## src/rtl/vrlr_pkg.sv

```systemverilog
// vrlr_pkg: shared types, sizes and helpers of the log record ring
package vrlr_pkg;

    // ring and record sizes
    localparam int RING_BYTES  = 1024;
    localparam int LINE_MAX    = 64;
    localparam int HDR_BYTES   = 2;
    localparam int MAX_LEN     = LINE_MAX - 1;

    // widths, some derived from the sizes
    localparam int POS_W       = $clog2(RING_BYTES);
    localparam int CNT_W       = $clog2(RING_BYTES + 1);
    localparam int LEN_W       = $clog2(LINE_MAX);
    localparam int REC_W       = 10;
    localparam int IDX_W       = 9;
    localparam int LIMIT_W     = 7;
    localparam int REQLEN_W    = 16;
    localparam int SLEN_W      = 6;

    // request opcodes
    typedef enum logic [1:0] {
        OP_BEGIN  = 2'd0,
        OP_APPEND = 2'd1,
        OP_READ   = 2'd2
    } t_opcode;

    // result status codes
    typedef enum logic [1:0] {
        ST_OK         = 2'd0,
        ST_IGNORED    = 2'd1,
        ST_ZERO_LIMIT = 2'd2
    } t_status;

    // memory read address source
    typedef enum logic [1:0] {
        RD_NONE   = 2'd0,
        RD_OLDEST = 2'd1,
        RD_WALK   = 2'd2,
        RD_COPY   = 2'd3
    } t_rd_sel;

    // input request payload
    typedef struct packed {
        t_opcode               opcode;
        logic [7:0]            data_byte;
        logic [REQLEN_W-1:0]   record_length;
        logic [IDX_W-1:0]      record_index;
        logic [LIMIT_W-1:0]    out_limit;
    } t_in_item;

    // result payload
    typedef struct packed {
        t_status               status;
        logic [7:0]            out_byte;
        logic                  byte_valid;
        logic                  last;
        logic [SLEN_W-1:0]     stored_length;
        logic [REC_W-1:0]      records_held;
    } t_out_item;

    // commands from controller to datapath
    typedef struct packed {
        logic       req_load;
        t_rd_sel    rd_sel;
        logic       drop_upd;
        logic       hdr_hi;
        logic       hdr_lo;
        logic       append;
        logic       walk_init;
        logic       walk_step;
        logic       hdr_take;
        logic       emit_byte;
        logic       emit_single;
        t_status    single_status;
        logic       single_len;
    } t_cmd;

    // status from datapath to controller
    typedef struct packed {
        t_opcode    opcode;
        logic       rec_open;
        logic       need_drop;
        logic       limit_zero;
        logic       idx_bad;
        logic       at_target;
        logic       copy_zero;
        logic       copy_last;
        logic       out_free;
    } t_stat;

    // header length byte, clipped to the longest record
    function automatic logic [LEN_W-1:0] hdr_len(input logic [7:0] b);
        logic [LEN_W-1:0] r;
        if (int'(b) > MAX_LEN) begin
            r = LEN_W'(MAX_LEN);
        end else begin
            r = LEN_W'(b);
        end
        return r;
    endfunction

    // ring position plus a short step, wrapped
    function automatic logic [POS_W-1:0] wrap_add(input logic [POS_W-1:0] p,
                                                  input logic [7:0] inc);
        logic [POS_W:0] s;
        s = {1'b0, p} + (POS_W+1)'(inc);
        if (s >= (POS_W+1)'(RING_BYTES)) begin
            s = s - (POS_W+1)'(RING_BYTES);
        end
        return s[POS_W-1:0];
    endfunction

endpackage

```

## src/rtl/vrlr_ctrl.sv

```systemverilog
// vrlr_ctrl: sequencing state machine of the log record ring
module vrlr_ctrl (
    input  logic              i_clk,
    input  logic              i_rst_n,
    input  logic              i_in_valid,
    output logic              o_in_ready,
    input  vrlr_pkg::t_stat   i_stat,
    output vrlr_pkg::t_cmd    o_cmd
);

    typedef enum logic [10:0] {
        S_IDLE      = 11'b000_0000_0001,
        S_DISPATCH  = 11'b000_0000_0010,
        S_DROP_CHK  = 11'b000_0000_0100,
        S_DROP_UPD  = 11'b000_0000_1000,
        S_HDR_HI    = 11'b000_0001_0000,
        S_HDR_LO    = 11'b000_0010_0000,
        S_WALK_RD   = 11'b000_0100_0000,
        S_WALK_UPD  = 11'b000_1000_0000,
        S_COPY_RD   = 11'b001_0000_0000,
        S_COPY_EMIT = 11'b010_0000_0000,
        S_RESP      = 11'b100_0000_0000
    } t_state;

    t_state            r_state, n_state;
    vrlr_pkg::t_status r_resp_status, n_resp_status;
    logic              r_resp_len, n_resp_len;

    // state and pending single response
    always_ff @(posedge i_clk) begin
        if (!i_rst_n) begin
            r_state       <= S_IDLE;
            r_resp_status <= vrlr_pkg::ST_OK;
            r_resp_len    <= 1'b0;
        end else begin
            r_state       <= n_state;
            r_resp_status <= n_resp_status;
            r_resp_len    <= n_resp_len;
        end
    end

    assign o_in_ready = (r_state == S_IDLE);

    // next state and datapath commands
    always_comb begin
        n_state       = r_state;
        n_resp_status = r_resp_status;
        n_resp_len    = r_resp_len;
        o_cmd         = '0;
        o_cmd.rd_sel  = vrlr_pkg::RD_NONE;
        o_cmd.single_status = r_resp_status;
        o_cmd.single_len    = r_resp_len;
        unique case (r_state)
            S_IDLE: begin
                if (i_in_valid) begin
                    o_cmd.req_load = 1'b1;
                    n_state        = S_DISPATCH;
                end
            end
            S_DISPATCH: begin
                n_resp_status = vrlr_pkg::ST_IGNORED;
                n_resp_len    = 1'b0;
                n_state       = S_RESP;
                unique case (i_stat.opcode)
                    vrlr_pkg::OP_BEGIN: begin
                        if (!i_stat.rec_open) begin
                            n_state = S_DROP_CHK;
                        end
                    end
                    vrlr_pkg::OP_APPEND: begin
                        if (i_stat.rec_open) begin
                            o_cmd.append  = 1'b1;
                            n_resp_status = vrlr_pkg::ST_OK;
                        end
                    end
                    vrlr_pkg::OP_READ: begin
                        if (i_stat.limit_zero) begin
                            n_resp_status = vrlr_pkg::ST_ZERO_LIMIT;
                        end else if (!i_stat.idx_bad) begin
                            o_cmd.walk_init = 1'b1;
                            n_state         = S_WALK_RD;
                        end
                    end
                    default: begin
                        n_state = S_RESP;
                    end
                endcase
            end
            // drop oldest records until the new one fits
            S_DROP_CHK: begin
                if (i_stat.need_drop) begin
                    o_cmd.rd_sel = vrlr_pkg::RD_OLDEST;
                    n_state      = S_DROP_UPD;
                end else begin
                    n_state = S_HDR_HI;
                end
            end
            S_DROP_UPD: begin
                o_cmd.drop_upd = 1'b1;
                n_state        = S_DROP_CHK;
            end
            S_HDR_HI: begin
                o_cmd.hdr_hi = 1'b1;
                n_state      = S_HDR_LO;
            end
            S_HDR_LO: begin
                o_cmd.hdr_lo  = 1'b1;
                n_resp_status = vrlr_pkg::ST_OK;
                n_resp_len    = 1'b0;
                n_state       = S_RESP;
            end
            // walk headers up to the requested record
            S_WALK_RD: begin
                o_cmd.rd_sel = vrlr_pkg::RD_WALK;
                n_state      = S_WALK_UPD;
            end
            S_WALK_UPD: begin
                if (i_stat.at_target) begin
                    o_cmd.hdr_take = 1'b1;
                    if (i_stat.copy_zero) begin
                        n_resp_status = vrlr_pkg::ST_OK;
                        n_resp_len    = 1'b1;
                        n_state       = S_RESP;
                    end else begin
                        n_state = S_COPY_RD;
                    end
                end else begin
                    o_cmd.walk_step = 1'b1;
                    n_state         = S_WALK_RD;
                end
            end
            // stream record bytes
            S_COPY_RD: begin
                o_cmd.rd_sel = vrlr_pkg::RD_COPY;
                n_state      = S_COPY_EMIT;
            end
            S_COPY_EMIT: begin
                if (i_stat.out_free) begin
                    o_cmd.emit_byte = 1'b1;
                    n_state         = i_stat.copy_last ? S_IDLE : S_COPY_RD;
                end
            end
            S_RESP: begin
                if (i_stat.out_free) begin
                    o_cmd.emit_single = 1'b1;
                    n_state           = S_IDLE;
                end
            end
            default: begin
                n_state = S_IDLE;
            end
        endcase
    end

endmodule

```

## config.mk

```make
export PLATFORM = sky130hd
export DESIGN_NAME = vrlr_ctrl
export DESIGN_NICKNAME = d
export VERILOG_FILES = /design/src/rtl/vrlr_pkg.sv /design/src/rtl/vrlr_ctrl.sv
export SDC_FILE = /design/constraint.sdc
export NUM_CORES = 1
export LEC_CHECK = 0
export BUFFER_PORTS_ARGS = -buffer_cell sky130_fd_sc_hd__buf_2
export CAP_MARGIN = 20
export CORE_MARGIN = 4
export CORE_UTILIZATION = 53
export DETAILED_ROUTE_END_ITERATION = 6
export GPL_ROUTABILITY_DRIVEN = 0
export PLACE_DENSITY = 0.83
export SLEW_MARGIN = 20
export SYNTH_ARGS = -nofsm -noshare
export SYNTH_HDL_FRONTEND = slang
export SYNTH_SLANG_ARGS = --single-unit
```

## constraint.sdc

```tcl
create_clock -name i_clk -period 3.12 [get_ports i_clk]
set_clock_uncertainty 0.15 [all_clocks]
set_input_delay 0.312 -clock i_clk [delete_from_list [all_inputs] [get_ports i_clk]]
set_output_delay 0.312 -clock i_clk [all_outputs]
set_load 0.01 [all_outputs]
```

==> results.cfg <==
[outcome]
status = finished, final reports clean

[sta]
fin_tns_setup_ns = 0
maxSlewViolCount = 0
worstMarginPinSlew_ns = 0.426
post-route-period-util_pct = 75.0
layout_min_cycle_time_ns = 2.34
setup_violations = 0
finalHoldViolCount = 0
fmax_ghz = 0.427
max-slew-margin-rel_pct = 71.4
rsz0062_at_grt = false
fin_hold_ws_ns = 0.0479

[layout]
diodes = 0
final_nets = 162
final_core_util_pct = 69.8
drive_gt1_share_pct = 29.7
area_growth_pct = 19.8
final_cell_mix = buf_2 (28), nor2_1 (16), dfxtp_1 (14), nand2_1 (13), inv_1 (7)
layout.cells.most_common = buf_2

[floorplan]
dieArea_sq_um = 2460
die_h_microns = 49.6
io_pins = 29
start_util_pct = 58.3
core_area_sq_um = 1580
rows = 14
die_w_microns = 49.6

[clocking]
hold_buffers = 0
worstSkewPairLatency_ns = 0.28
post_cts_resized = 0
cts-buffers-inserted = 3
cts_setup_buffers = 0
tritoncts = done
clkSinkCount = 14
clk_path_buf_depth = 2
clkSlewWorstSetupHoldPaths_ns = 0.10
h-tree-depth = 1
root_buffer = clkbuf_4

[logic_synthesis]
synth-edff-count = 0
synth-main-ff-cell = dfxtp_1
syn_avg_cell_area_sq_um = 7.92
netlist_area_sq_um = 918
ys_ff_latch = 14
syn_nets = 132
ys_async_sr_fraction_pct = 0
yosys_warnings = 0
post_synth_inst_count = 116
ys_types = 38
ys_seq_area_share_pct = 30.5

[detailed_routing]
vias = 993
dr_wl_met2_microns = 1200
maxUsedRoutingLayer = met4
avgViaCountPerCell = 6.17
post_drt_wl_per_cell_microns = 14.8
drt-pass1-iter-count = 4
drc = 0
drt-met1-wl_microns = 932
met3_length_microns = 225
finalWirelength_microns = 2380
initialDrtViolationCount = 47
ant_nets = 0

[worst_setup_path]
critPathLaunchType = flip-flop
max_stage_delay_ns = 0.44
cp_data_arrival_time_ns = 1.88
endpoint_kind = output port
crit_fanout = 7
cp_num_buf_inv = 1
crit_chain = nor4_4, nand3_1, nor3b_1, buf_2
crit_slowest_cell = nor4_4
critPathRequiredTime_ns = 2.66
cp_top_family = simple AND/OR/NAND/NOR gates
crit_type = reg2out

[global_routing]
grt_pass1_vias = 928
antenna_found_initial = 0
grt_usage_pct = 20.0
grt_max_degree = 9
overflow = 0
grt_pass1_wl_microns = 3900

[flow_run]
maxCapViolCount = 0

[pwr]
ir_worst_vdd_mv = 0.343
p_per_area_nw_per_um2 = 352
p_leak_nw = 0.504

[placement]
place_hpwl_microns = 1910
io_buffers = 28

[worst_hold_path]
min_path_type = in2reg
[layout make-up]
cell class | count | area, sq um
Clock buffer | 4 | 36.3
Fill cell | 134 | 477
Inverter | 7 | 26.3
Multi-Input combinational cell | 92 | 597
Sequential cell | 14 | 280
Tap cell | 16 | 20.0
Timing Repair Buffer | 28 | 140
[registers in the layout (all words and copies together), names as in the netlist]
name / cells
r_state: 11
r_resp_status: 2
r_resp_len: 1
[worst register-to-register path, delay by kind of cell, from the launching register on]
kind | cells | cell delay, ns
AND/OR/NAND/NOR | 5 | 1.44
flip-flops | 1 | 0.38
[report_power, final]
part / switching [W] / internal (W)
clock: 0.0000653 / 0.0000710
sequential: 0.00000451 / 0.000182
combinational: 0.0000375 / 0.0000271
total: 0.000107 / 0.000280
[cells by family after synthesis]
family | share of synthesized area [%]
xor+xnor | 3.82
simple gates | 44.3
flops | 30.5
compound gates | 12.8
fa+ha+maj | 4.09
buf+inv | 4.50
[worst paths after layout]
path                                  from  slack [ns]                       endpoint  depth (start not counted)
max                r_state[4]$_SDFFE_PN0P_        0.78                      o_cmd[11]                          4
min                              i_stat[6]        0.05        r_state[4]$_SDFFE_PN0P_                          2
max reg2reg        r_state[4]$_SDFFE_PN0P_        1.03        r_state[2]$_SDFFE_PN0P_                          5
min reg2reg  r_resp_status[1]$_SDFFE_PN0P_        0.31  r_resp_status[1]$_SDFFE_PN0P_                          2
[metrics by stage]
stage	total power, W	std cells	setup WS [ns]	instance area [sq um]
5_1_grt	0.000405	161	0.655	1100
3_5_place_dp	0.000254	157	1.06	1060
6_report	0.000388	161	0.780	1100
4_1_cts	0.000384	161	0.761	1100
2_1_floorplan	0.000230	116	1.27	918
3_3_place_gp	0.000251	157	1.14	1060
[metal layers]
| layer | up-vias | GRT usage [%] |
|---|---|---|
| li1 | 473 | - |
| met1 | 463 | 23.7 |
| met2 | 53 | 36.1 |
| met3 | 4 | 3.92 |
| met4 | 0 | 5.53 |
| met5 | - | 0 |
[synth_stat cells (2+ instances only)]
| library cell | count | share of area, % |
|---|---|---|
| nor2_1 | 16 | 6.5 |
| dfxtp_1 | 14 | 31 |
| nand2_1 | 13 | 5.3 |
| inv_1 | 7 | 2.9 |
| a21oi_1 | 6 | 3.3 |
| and2_1 | 4 | 2.7 |
| o21ai_0 | 4 | 2.2 |
| a31oi_1 | 3 | 2.0 |
| ha_1 | 3 | 4.1 |
| nand3_1 | 3 | 1.6 |
| nor3b_1 | 3 | 2.5 |
| nor4b_1 | 3 | 2.9 |
| xnor2_1 | 3 | 2.9 |
| and3_1 | 2 | 1.4 |
| and3_2 | 2 | 1.6 |
| clkbuf_1 | 2 | 0.82 |
| nand2b_1 | 2 | 1.4 |
| nand4_1 | 2 | 1.4 |
| nor2b_1 | 2 | 1.4 |
| nor3_1 | 2 | 1.1 |
| nor4_1 | 2 | 1.4 |
| nor4_4 | 2 | 4.6 |
No activity file was read; power rests on OpenSTA's default activity.
